==> config.mk <==
export PLATFORM = sky130hd
export DESIGN_NAME = moving_average_noise_metric_unit_flat
export DESIGN_NICKNAME = d
export VERILOG_FILES = /design/src/hdl/manm_pkg.sv /design/src/hdl/manm_if.sv /design/src/hdl/manm_div.sv /design/src/hdl/manm_sqrt.sv /design/src/hdl/moving_average_noise_metric_unit.sv /design/src/flat_wrapper.sv
export SDC_FILE = /design/constraint.sdc
export NUM_CORES = 2
export LEC_CHECK = 0
export ABC_CLOCK_PERIOD_IN_PS = 26900
export BUFFER_PORTS_ARGS = -buffer_cell sky130_fd_sc_hd__buf_2
export CAP_MARGIN = 20
export CORE_MARGIN = 4
export CORE_UTILIZATION = 40
export DETAILED_ROUTE_END_ITERATION = 7
export GPL_ROUTABILITY_DRIVEN = 0
export PLACE_DENSITY = 0.62
export SKIP_CTS_REPAIR_TIMING = 1
export SLEW_MARGIN = 10
export SYNTH_ARGS = -nofsm -noshare
export SYNTH_HDL_FRONTEND = slang
export SYNTH_SLANG_ARGS = --single-unit
==> constraint.sdc <==
create_clock -name clock -period 26.9 [get_ports clock]
set_clock_uncertainty 0.2 [all_clocks]
set_input_delay 1.345 -clock clock [delete_from_list [all_inputs] [get_ports clock]]
set_output_delay 1.345 -clock clock [all_outputs]
set_load 0.05 [all_outputs]
==> src/hdl/manm_pkg.sv <==
// Shared types and constants for the moving average noise metric unit.
package manm_pkg;

   localparam int unsigned SAMPLE_W   = 16;
   localparam int unsigned LEN_W      = 5;
   localparam int unsigned QUALITY_W  = 9;
   localparam int unsigned WINDOW_MAX = 16;
   localparam logic [LEN_W-1:0] WINDOW_RESET = 5'd10;

   typedef enum logic [2:0] {
      ST_IDLE,
      ST_SUM,
      ST_DIV_MEAN,
      ST_VAR,
      ST_DIV_VAR,
      ST_SQRT,
      ST_OUT
   } seq_state_type;

   // Divider handshake between the sequencer and the shared divider.
   typedef struct packed {
      logic        start;
      logic [47:0] dividend;
      logic [LEN_W-1:0] divisor;
   } div_req_type;

   typedef struct packed {
      logic        done;
      logic [47:0] quotient;
   } div_rsp_type;

endpackage

==> src/hdl/manm_if.sv <==
// Valid/ready stream interfaces for request and response channels.
interface manm_req_if;
   import manm_pkg::*;
   logic                       valid;
   logic                       ready;
   logic signed [SAMPLE_W-1:0] sample;
   modport source (output valid, output sample, input ready);
   modport sink   (input valid, input sample, output ready);
endinterface

interface manm_rsp_if;
   import manm_pkg::*;
   logic                        valid;
   logic                        ready;
   logic signed [SAMPLE_W-1:0]  mean;
   logic [QUALITY_W-1:0]        quality;
   modport source (output valid, output mean, output quality, input ready);
   modport sink   (input valid, input mean, input quality, output ready);
endinterface

==> src/hdl/manm_div.sv <==
// Restoring divider, one quotient bit per cycle, unsigned magnitudes.
module manm_div
   import manm_pkg::*;
(
   input  logic        clock,
   input  logic        reset,
   input  div_req_type req,
   output div_rsp_type rsp
);

   logic [47:0]      quot_ff, quot_in;
   logic [LEN_W:0]   rem_ff, rem_in;
   logic [5:0]       cnt_ff, cnt_in;
   logic             busy_ff, busy_in;
   logic             done_ff, done_in;
   logic [LEN_W+1:0] trial;

   always_comb begin
      quot_in = quot_ff;
      rem_in  = rem_ff;
      cnt_in  = cnt_ff;
      busy_in = busy_ff;
      done_in = 1'b0;
      trial   = {rem_ff, quot_ff[47]};
      if (req.start) begin
         quot_in = req.dividend;
         rem_in  = '0;
         cnt_in  = 6'd0;
         busy_in = 1'b1;
      end else if (busy_ff) begin
         quot_in = {quot_ff[46:0], 1'b0};
         if (trial >= {2'b00, req.divisor}) begin
            rem_in     = LEN_W'(trial - {2'b00, req.divisor}) == 0 ?
                         '0 : (LEN_W+1)'(trial - {2'b00, req.divisor});
            quot_in[0] = 1'b1;
         end else begin
            rem_in = (LEN_W+1)'(trial);
         end
         cnt_in = cnt_ff + 6'd1;
         if (cnt_ff == 6'd47) begin
            busy_in = 1'b0;
            done_in = 1'b1;
         end
      end
   end

   always_ff @(posedge clock) begin
      if (reset) begin
         busy_ff <= 1'b0;
         done_ff <= 1'b0;
      end else begin
         busy_ff <= busy_in;
         done_ff <= done_in;
      end
      quot_ff <= quot_in;
      rem_ff  <= rem_in;
      cnt_ff  <= cnt_in;
   end

   assign rsp.done     = done_ff;
   assign rsp.quotient = quot_ff;

endmodule

==> src/hdl/manm_sqrt.sv <==
// Bit-pair integer square root, one result bit per cycle.
module manm_sqrt (
   input  logic        clock,
   input  logic        reset,
   input  logic        start,
   input  logic [31:0] radicand,
   output logic        done,
   output logic [15:0] root
);

   logic [31:0] x_ff, x_in;
   logic [31:0] res_ff, res_in;
   logic [31:0] bit_ff, bit_in;
   logic        busy_ff, busy_in;
   logic        done_ff, done_in;

   always_comb begin
      x_in    = x_ff;
      res_in  = res_ff;
      bit_in  = bit_ff;
      busy_in = busy_ff;
      done_in = 1'b0;
      if (start) begin
         x_in    = radicand;
         res_in  = '0;
         bit_in  = 32'h4000_0000;
         busy_in = 1'b1;
      end else if (busy_ff) begin
         if (x_ff >= res_ff + bit_ff) begin
            x_in   = x_ff - (res_ff + bit_ff);
            res_in = (res_ff >> 1) + bit_ff;
         end else begin
            res_in = res_ff >> 1;
         end
         bit_in = bit_ff >> 2;
         if (bit_ff == 32'd1) begin
            busy_in = 1'b0;
            done_in = 1'b1;
         end
      end
   end

   always_ff @(posedge clock) begin
      if (reset) begin
         busy_ff <= 1'b0;
         done_ff <= 1'b0;
      end else begin
         busy_ff <= busy_in;
         done_ff <= done_in;
      end
      x_ff   <= x_in;
      res_ff <= res_in;
      bit_ff <= bit_in;
   end

   assign done = done_ff;
   assign root = res_ff[15:0];

endmodule

==> src/hdl/moving_average_noise_metric_unit.sv <==
// Moving average noise metric unit: window memory, sequencer and output register.
// Sequence per request: sum pass over the n held samples (n = window fill, at most 16),
//   mean division, variance pass, variance division, square root, output; both divisions are 48-bit bit-serial.
// Throughput: one request at a time, taken only while the sequencer is idle; a waiting response
//   holds only the final step, not the request side. Reset: synchronous, active high;
//   clears fill count, write pointer, sequencer and response valid; window_length is 10.
module moving_average_noise_metric_unit
   import manm_pkg::*;
(
   input  logic             clock,
   input  logic             reset,
   input  logic             csr_write_enable,
   input  logic [LEN_W-1:0] csr_write_data,
   manm_req_if.sink         req,
   manm_rsp_if.source       rsp
);

   localparam int unsigned PTR_W = $clog2(WINDOW_MAX);
   localparam int unsigned CNT_W = $clog2(WINDOW_MAX + 1);

   // Window length register
   logic [LEN_W-1:0] win_len_ff;
   logic [CNT_W-1:0] eff_len;

   always_ff @(posedge clock) begin
      if (reset) begin
         win_len_ff <= WINDOW_RESET;
      end else if (csr_write_enable) begin
         win_len_ff <= csr_write_data;
      end
   end

   // zero means one, anything beyond the store depth means the full store
   always_comb begin
      if (win_len_ff == '0) begin
         eff_len = CNT_W'(1);
      end else if (32'(win_len_ff) > WINDOW_MAX) begin
         eff_len = CNT_W'(WINDOW_MAX);
      end else begin
         eff_len = CNT_W'(win_len_ff);
      end
   end

   // Window memory: one write port, one registered read port
   logic signed [SAMPLE_W-1:0] mem [WINDOW_MAX];
   logic                       mem_we;
   logic [PTR_W-1:0]           mem_waddr, mem_raddr;
   logic signed [SAMPLE_W-1:0] mem_wdata, mem_rdata_ff;

   always_ff @(posedge clock) begin
      if (mem_we) begin
         mem[mem_waddr] <= mem_wdata;
      end
      mem_rdata_ff <= mem[mem_raddr];
   end

   // Sequencer state
   seq_state_type state_ff, state_in;
   logic [PTR_W-1:0]  wptr_ff, wptr_in;
   logic [CNT_W-1:0]  fill_ff, fill_in;
   logic [CNT_W-1:0]  k_ff, k_in;        // reads issued in current pass
   logic              rvld_ff, rvld_in;  // read data valid next cycle
   logic signed [23:0] sum_ff, sum_in;
   logic [47:0]       acc_ff, acc_in;
   logic signed [SAMPLE_W-1:0] mean_ff, mean_in;
   logic              start_ff, start_in;
   logic              sq_start_ff, sq_start_in;
   logic [31:0]       var_ff, var_in;
   logic              rsp_valid_ff, rsp_valid_in;
   logic signed [SAMPLE_W-1:0] rsp_mean_ff, rsp_mean_in;
   logic [QUALITY_W-1:0] rsp_q_ff, rsp_q_in;

   div_req_type div_req;
   div_rsp_type div_rsp;
   logic        sq_done;
   logic [15:0] sq_root;
   logic        sum_neg;
   logic [23:0] sum_mag;
   logic signed [SAMPLE_W:0] diff;
   logic [33:0] diff_sq;
   logic [PTR_W-1:0] k_ptr;

   manm_div u_div (
      .clock (clock),
      .reset (reset),
      .req   (div_req),
      .rsp   (div_rsp)
   );

   manm_sqrt u_sqrt (
      .clock    (clock),
      .reset    (reset),
      .start    (sq_start_ff),
      .radicand (var_ff),
      .done     (sq_done),
      .root     (sq_root)
   );

   assign sum_neg = sum_ff[23];
   assign sum_mag = sum_neg ? 24'(-sum_ff) : 24'(sum_ff);
   assign diff    = (SAMPLE_W+1)'(mem_rdata_ff) - (SAMPLE_W+1)'(mean_ff);
   assign diff_sq = 34'(diff * diff);

   assign div_req.start    = start_ff;
   assign div_req.divisor  = LEN_W'(fill_ff);
   assign div_req.dividend = (state_ff == ST_DIV_VAR) ? acc_ff : 48'(sum_mag);

   // read address: newest first, k = 1 .. n back from the write pointer
   assign k_ptr     = PTR_W'(k_ff) + PTR_W'(1);
   assign mem_raddr = wptr_ff - k_ptr;
   assign mem_we    = (state_ff == ST_IDLE) && req.valid && req.ready;
   assign mem_waddr = wptr_ff;
   assign mem_wdata = req.sample;

   // the response register parts the two sides; only ST_OUT waits on it
   assign req.ready = (state_ff == ST_IDLE);

   always_comb begin
      state_in     = state_ff;
      wptr_in      = wptr_ff;
      fill_in      = fill_ff;
      k_in         = k_ff;
      rvld_in      = 1'b0;
      sum_in       = sum_ff;
      acc_in       = acc_ff;
      mean_in      = mean_ff;
      start_in     = 1'b0;
      sq_start_in  = 1'b0;
      var_in       = var_ff;
      rsp_valid_in = rsp_valid_ff;
      rsp_mean_in  = rsp_mean_ff;
      rsp_q_in     = rsp_q_ff;
      if (rsp_valid_ff && rsp.ready) begin
         rsp_valid_in = 1'b0;
      end
      unique case (state_ff)
         ST_IDLE: begin
            if (req.valid && req.ready) begin
               wptr_in  = wptr_ff + PTR_W'(1);
               fill_in  = (fill_ff < eff_len) ? fill_ff + CNT_W'(1) : eff_len;
               k_in     = '0;
               sum_in   = '0;
               state_in = ST_SUM;
            end
         end
         ST_SUM: begin
            if (rvld_ff) begin
               sum_in = sum_ff + 24'(mem_rdata_ff);
            end
            if (k_ff < fill_ff) begin
               k_in    = k_ff + CNT_W'(1);
               rvld_in = 1'b1;
            end else if (!rvld_ff) begin
               start_in = 1'b1;
               state_in = ST_DIV_MEAN;
            end
         end
         ST_DIV_MEAN: begin
            if (div_rsp.done) begin
               mean_in  = sum_neg ? SAMPLE_W'(-div_rsp.quotient[SAMPLE_W-1:0])
                                  : SAMPLE_W'(div_rsp.quotient[SAMPLE_W-1:0]);
               k_in     = '0;
               acc_in   = '0;
               state_in = ST_VAR;
            end
         end
         ST_VAR: begin
            if (rvld_ff) begin
               acc_in = acc_ff + 48'(diff_sq);
            end
            if (k_ff < fill_ff) begin
               k_in    = k_ff + CNT_W'(1);
               rvld_in = 1'b1;
            end else if (!rvld_ff) begin
               start_in = 1'b1;
               state_in = ST_DIV_VAR;
            end
         end
         ST_DIV_VAR: begin
            if (div_rsp.done) begin
               var_in      = (div_rsp.quotient[47:32] != '0) ? 32'hFFFF_FFFF
                                                             : div_rsp.quotient[31:0];
               sq_start_in = 1'b1;
               state_in    = ST_SQRT;
            end
         end
         ST_SQRT: begin
            if (sq_done) begin
               state_in = ST_OUT;
            end
         end
         ST_OUT: begin
            // root holds until the next start, so quality is formed here
            if (!rsp_valid_ff || rsp.ready) begin
               rsp_mean_in  = mean_ff;
               rsp_q_in     = (sq_root >= 16'd256) ? '0
                                                   : QUALITY_W'(17'd256 - 17'(sq_root));
               rsp_valid_in = 1'b1;
               state_in     = ST_IDLE;
            end
         end
         default: state_in = ST_IDLE;
      endcase
   end

   always_ff @(posedge clock) begin
      if (reset) begin
         state_ff     <= ST_IDLE;
         wptr_ff      <= '0;
         fill_ff      <= '0;
         rvld_ff      <= 1'b0;
         start_ff     <= 1'b0;
         sq_start_ff  <= 1'b0;
         rsp_valid_ff <= 1'b0;
      end else begin
         state_ff     <= state_in;
         wptr_ff      <= wptr_in;
         fill_ff      <= fill_in;
         rvld_ff      <= rvld_in;
         start_ff     <= start_in;
         sq_start_ff  <= sq_start_in;
         rsp_valid_ff <= rsp_valid_in;
      end
      k_ff        <= k_in;
      sum_ff      <= sum_in;
      acc_ff      <= acc_in;
      mean_ff     <= mean_in;
      var_ff      <= var_in;
      rsp_mean_ff <= rsp_mean_in;
      rsp_q_ff    <= rsp_q_in;
   end

   assign rsp.valid   = rsp_valid_ff;
   assign rsp.mean    = rsp_mean_ff;
   assign rsp.quality = rsp_q_ff;

endmodule

==> src/flat_wrapper.sv <==
// flat-port wrapper written by rule: the top's interface ports become plain ports
module moving_average_noise_metric_unit_flat import manm_pkg::*;
  (clock, reset, csr_write_enable, csr_write_data, req_valid, req_sample, req_ready, rsp_valid, rsp_mean, rsp_quality, rsp_ready);
  manm_req_if req_i ();
  manm_rsp_if rsp_i ();
  input  logic clock;
  input  logic reset;
  input  logic csr_write_enable;
  input  logic [LEN_W-1:0] csr_write_data;
  input wire logic [$bits(req_i.valid)-1:0] req_valid;
  input wire logic [$bits(req_i.sample)-1:0] req_sample;
  output wire logic [$bits(req_i.ready)-1:0] req_ready;
  output wire logic [$bits(rsp_i.valid)-1:0] rsp_valid;
  output wire logic [$bits(rsp_i.mean)-1:0] rsp_mean;
  output wire logic [$bits(rsp_i.quality)-1:0] rsp_quality;
  input wire logic [$bits(rsp_i.ready)-1:0] rsp_ready;
  assign req_i.valid = req_valid;
  assign req_i.sample = req_sample;
  assign req_ready = req_i.ready;
  assign rsp_valid = rsp_i.valid;
  assign rsp_mean = rsp_i.mean;
  assign rsp_quality = rsp_i.quality;
  assign rsp_i.ready = rsp_ready;
  moving_average_noise_metric_unit u_core (.clock(clock), .reset(reset), .csr_write_enable(csr_write_enable), .csr_write_data(csr_write_data), .req(req_i), .rsp(rsp_i));
endmodule
## Word-level counts from Yosys, hierarchy flattened

Memories as Yosys holds them, arrays and structs flattened. A register that Yosys moved wholly into a read port is not among the register bits.
Cells that the tools add are included.

- Output and inout port bits: 27
- ROM bits: 0
- Memory bits (writable): 256
- Word-level logic and storage cells: 154
- Memories kept: 1
- Bits in latches: 0
- Input port bits: 26
- Register bits after elaboration: 315

- Mux-type cells: 51
- Reductions and logical operators: 30
- Shift operators: 0
- Magnitude comparators: 6
- Equality and inequality tests: 20
- $mul: 1
- Bitwise operators: 4
- $add $sub $neg: 16
- Div/mod/pow operators: 0

Memory list:

| name | depth | bits a word | read ports | clocked after memory_dff | wr ports | line | RTL |
|---|---|---|---|---|---|---|---|
| u_core.mem | 16 | 16 | 1 | 1 | 1 | moving_average_noise_metric_unit.sv:45 | `logic signed [SAMPLE_W-1:0] mem [WINDOW_MAX];` |

Operator list:

| kind | count |
|---|---|
| $mux W48 | 5 |
| $mux W32 | 4 |
| $pmux W48 S2 | 1 |
| $mux W24 | 3 |
| $add A48 B34 Y48 | 1 |
| $pmux W24 S2 | 1 |
| $mul A17 B17 Y34 | 1 |
| $add A31 B31 Y32 | 1 |
| $add A32 B31 Y32 | 1 |
| $ge A32 B32 Y1 | 1 |
| $sub A32 B32 Y32 | 1 |
| $mux W5 | 6 |
| $mux W3 | 9 |
| $add A24 B16 Y24 | 1 |
| $neg A24 Y24 | 1 |
| $pmux W3 S7 | 1 |
| $mux W1 | 17 |
| $sub A16 B16 Y17 | 1 |
| $eq A16 B1 Y1 const B | 1 |
| $ge A16 B9 Y1 const B | 1 |
| $mux W16 | 1 |
| $ne A2 B2 Y1 const B | 8 |
| $neg A16 Y16 | 1 |
| $reduce_bool A16 Y1 | 1 |
| other kinds (30) | 59 |

## Logic depth before layout (Yosys ltp)

- Depth in word-level cells: 5
- Mapped depth: 46
- Depth with buffers taken out: 44

## Modules after synthesis

From an unflattened synthesis, not the netlist that was laid out.

- Cells, all modules: 3737
- Area, all modules: 41213.3 um2

Modules (own cells, without submodules):

| module | area an instance (um2) | cells an instance | seq. area each (um2) | times used |
|---|---|---|---|---|
| moving_average_noise_metric_unit | 31342.6 | 2693 | 12932.4 | 1 |
| manm_sqrt | 6950.4 | 841 | 1961.9 | 1 |
| manm_div | 2920.3 | 203 | 1721.7 | 1 |

## Least setup slack after synthesis

No wires, ideal clock.

- Path type: register to register
- Start point: reg u_core.mean_ff[0]
- End point: reg u_core.acc_ff[43], data pin
- Setup slack: 16.710 ns
- Library setup time: 0.131 ns
- Clock period less this slack: 10.190 ns
- Path buffers: 1
- Data arrival time: 9.858 ns
- Stages on the path, launching flop included: 42
- Required time: 26.569 ns
- Cells stage by stage: edfxtp_1 > ha_1 > fa_1 > nor2b_1 > o21ai_0 > a21oi_1 > nor3b_1 > nand4b_1 > a31oi_1 > o21ai_0 > a22o_1 > inv_1 > clkbuf_1 > nor2_1 > fa_1 > inv_1 > fa_1 > inv_1 > (+6 left out) > ha_1 > a21o_1 > a21o_1 > a21o_1 > o311ai_2 > nand2b_1 > a21oi_1 > xnor2_1 > ha_1 > and2_1 > and3_1 > nand3b_1 > o21ai_0 > a21oi_1 > a21boi_1 > nor2_1 > or4_1 > nand2_1

- Word-level cells in the longest chain between the ends: 5

Ends and longest elaborated chain:

| item | line | RTL |
|---|---|---|
| from (decl) | moving_average_noise_metric_unit.sv:65 | `logic signed [SAMPLE_W-1:0] mean_ff, mean_in;` |
| from (signal assigned) | moving_average_noise_metric_unit.sv:227 | `mean_ff <= mean_in;` |
| $sub A16 B16 Y17 | moving_average_noise_metric_unit.sv:101 | `assign diff = (SAMPLE_W+1)'(mem_rdata_ff) - (SAMPLE_W+1)'(mean_ff);` |
| $mul A17 B17 Y34 | moving_average_noise_metric_unit.sv:102 | `assign diff_sq = 34'(diff * diff);` |
| $add A48 B34 Y48 | moving_average_noise_metric_unit.sv:169 | `acc_in = acc_ff + 48'(diff_sq);` |
| $mux W48 | moving_average_noise_metric_unit.sv:168 | `if (rvld_ff) begin` |
| $pmux W48 S2 | moving_average_noise_metric_unit.sv:136 | `unique case (state_ff)` |
| to (signal assigned) | moving_average_noise_metric_unit.sv:226 | `acc_ff <= acc_in;` |
| to (decl) | moving_average_noise_metric_unit.sv:64 | `logic [47:0] acc_ff, acc_in;` |

No other way between the ends. The select of a mux whose other input is x is not followed.
A chain may end at the register's enable or synchronous reset.

## Worst setup path in the final report

- Start point: reg u_core.mean_ff[0]
- End point: reg u_core.acc_ff[47], data pin

The elaborated chain is that of the path after synthesis.

==> summary.txt <==
Critical path
  • Worst Path Required: between 20 and 30 ns
  • Reg2reg start: u_core.mean_ff[0]$_DFFE_PP_
  • Worst reg2reg setup slack: 14.87 ns
  • Cells on worst reg2reg path: 40
  • Crit start category: flop
  • Slowest-stage cell, CP: fa_1
  • CP endpoint kind: flop
  • Slowest stage delay, CP: 0.84 ns
  • CP Class: flop to flop
  • Worst Path Arrival: 12.31 ns
  • FF-to-FF End: u_core.acc_ff[47]$_SDFFCE_PN0P_
  • Max FO, Critical Path: 24
  • Cell mode on critical path: fa_1

Yosys
  • Largest family of logic cells by synthesized area: adder cells
  • Fraction of the mapped netlist area in adder cells: 0.211
  • Post-synthesis compound-gate area fraction: 0.115
  • Primary FF master, synth: edfxtp_1
  • Mean Syn Cell Area: around 11 sq um
  • Post-synthesis register bit count: 587
  • Count leader, synth: edfxtp_1
  • Leading area contributor after synthesis: edfxtp_1
  • Top-area cell type share of the netlist area: 0.356
  • Mux contribution to synthesized area: 0.0547
  • Post-synth ARST share: 0
  • Area contributors post-synth: edfxtp_1, fa_1, ha_1
  • YS warnings: 0
  • Post-Synth XOR/XNOR Area: 0.0476
  • Post-synthesis cell count: 3784
  • Synth Cell Area: roughly 41000 sq um
  • Synth cell count leaders: edfxtp_1, inv_1, nor2_1
  • Simple-Gate Fraction of Synth Area: 0.111
  • Syn nets: 4337
  • Number of enable flip-flop cells after synthesis: 486
  • Sequential cell area fraction in the yosys report: 0.405
  • Post-synthesis cell type count: 92

Clocking
  • Clock sinks: 587
  • Inserted Clock Buffers: 56
  • Root buffer cell: clkbuf_16
  • Clock buffer depth: 3
  • CTS tree: done
  • Worst-skew pair later-pin latency: 0.64 ns
  • Clock transition at path regs: 0.07 ns
  • H-tree lvl count: 2

Timing
  • Final Slew Violations: 0
  • Setup TNS: 0 ns
  • Period Utilization, post-route: 0.447
  • Final setup vio count: 0
  • Rel. slew slack: 0.266
  • Fmax: 0.0831 GHz
  • RSZ-0062 raised after global routing: false
  • Final worst setup slack: about 15 ns
  • Final hold vios: 0
  • Worst Max-Slew Pin Slew: 1.10 ns
  • Min cycle time layout: 12.03 ns

Routing
  • Antenna viol nets, final: 0
  • Final wirelength: 97800 um
  • 1st-iter DRT viols: 2040
  • Mean number of vias per cell: 5.32
  • WL met1: about 44000 um
  • Via count: 27800
  • Met2 wire len: 45600 um
  • DRC viols: 0
  • DRT Pass-1 Iters: 6
  • Drt wl/cell: 18.7 um
  • Top sig layer: met5
  • Met3 WL: roughly 6400 um

Placement
  • PortBufs: 52
  • Worst slack, placed: 14.95 ns
  • Area after DPL: 42900 sq um
  • Post-detail-place hpwl: between 70000 and 80000 um

Cells and area
  • Area Overhead vs Synth: 8.99%
  • Final design utilization: 0.439
  • Ant. Diodes: 0
  • Area of the multi-input gates: 22300 sq um
  • Share of layout cells above drive strength 1: 0.0959
  • Fillers: about 9500
  • Nets@finish: 4358
  • Sequential Area: around 17000 sq um
  • Final Cell Area: 44700 sq um

Floorplanning
  • Std cell rows: 117
  • Die ar.: 108000 sq um
  • Core footprint: ~100000 sq um
  • Starting density of the core: 0.403
  • # IOs: 53
  • Die W: 328 um
  • Die Y: 328 um

Run
  • Number of max-cap violations: 0

GRT
  • GRT Util Overall: 0.181
  • First-pass GRT wire length: around 150000 um
  • GR Overflow Total: 0
  • Largest net degree at the start of global routing: 76
  • Vias in the first global route: 27600
  • Number of antenna violations at the first check in global routing: 6

Worst hold path
  • Min-delay worst type: flop to flop
  • Worst Min Path Start: u_core.mean_ff[11]$_DFFE_PP_
  • Hold Path End: u_core.rsp.mean[11]$_DFFE_PP_
  • Hold depth: 0

Status
  • Run status: finished, final reports clean
## worst max-delay path, delay by kind of cell, from the launching register on
family | cells | cell delay [ns]
DFF | 1 | 0.39
AOI/OAI and AO/OA | 13 | 3.05
and+or+nand+nor | 11 | 2.02
xor gates and xnor gates | 1 | 0.09
buffers and inverters | 5 | 1.09
adders and majority gates | 10 | 4.94
## kinds of logic after synthesis
logic type,after synthesis
buf+inv,587
xor+xnor,223
simple gates,990
mux,141
flops,587
fa+ha+maj,527
compound gates,729
## cell type report
| cell class | count | share of cell area |
|---|---|---|
| multi-input cells | 2610 | 0.498 |
| flip-flops and latches | 587 | 0.372 |
| well taps | 1368 | 0.0383 |
| inverters | 444 | 0.0373 |
| clock buffers | 63 | 0.0324 |
| repair buffers | 106 | 0.0151 |
| clock inverters | 39 | 0.00669 |
## how the worst max path moves through the flow
stage                                startpoint                         endpoint  slack, ns  cells after the start
detailed placement  u_core.mean_ff[0]$_DFFE_PP_  u_core.acc_ff[47]$_SDFFCE_PN0P_      14.95                     40
global route        u_core.mean_ff[0]$_DFFE_PP_  u_core.acc_ff[47]$_SDFFCE_PN0P_      14.09                     40
finish              u_core.mean_ff[0]$_DFFE_PP_  u_core.acc_ff[47]$_SDFFCE_PN0P_      14.87                     40
global placement    u_core.mean_ff[0]$_DFFE_PP_  u_core.acc_ff[43]$_SDFFCE_PN0P_      15.20                     40
floorplan           u_core.mean_ff[0]$_DFFE_PP_  u_core.acc_ff[43]$_SDFFCE_PN0P_      16.71                     41
CTS                 u_core.mean_ff[0]$_DFFE_PP_  u_core.acc_ff[47]$_SDFFCE_PN0P_      14.90                     40
## placed cells by master (no fill, tap or decap), drive strengths merged, types with 39 or more instances in the layout
master	count
dfxtp	101
nand2b	42
nor3	45
o21ai	207
fa	275
edfxtp	486
nand2	298
clkbuf	63
nor2b	39
xnor2	116
mux2i	52
inv	443
a211oi	52
ha	252
buf	106
nor2	323
a21oi	180
mux4	64
a21o	77
xor2	107
nand3	65
## state kept, by name, summed over array words and instances, names as in the netlist, 9 cells and up
signal	cells
u_core.u_sqrt.bit_ff	16
u_core.mean_ff	16
u_core.var_ff	32
u_core.mem	256
u_core.u_sqrt.x_ff	32
u_core.u_div.quot_ff	48
u_core.acc_ff	48
u_core.u_sqrt.res_ff	32
u_core.mem_rdata_ff	16
u_core.sum_ff	24
u_core.rsp.mean	16
u_core.rsp.quality	9
## stage by stage
stage | cells | hold WS (ns)
floorplan | 3784 | 0.226
global placement | 5111 | 0.230
detailed placement | 5113 | 0.238
CTS | 5215 | 0.252
global route | 5217 | 0.265
finish | 5217 | 0.257
## layer usage
metal,global-route usage,vias to the layer above
met5,0,-
met4,0.0437,4
met3,0.0343,112
met2,0.295,694
met1,0.250,13700
li1,-,13300
Power is not shown: default switching activity piles up to over one toggle a cycle in this logic, so the estimate is an artifact.
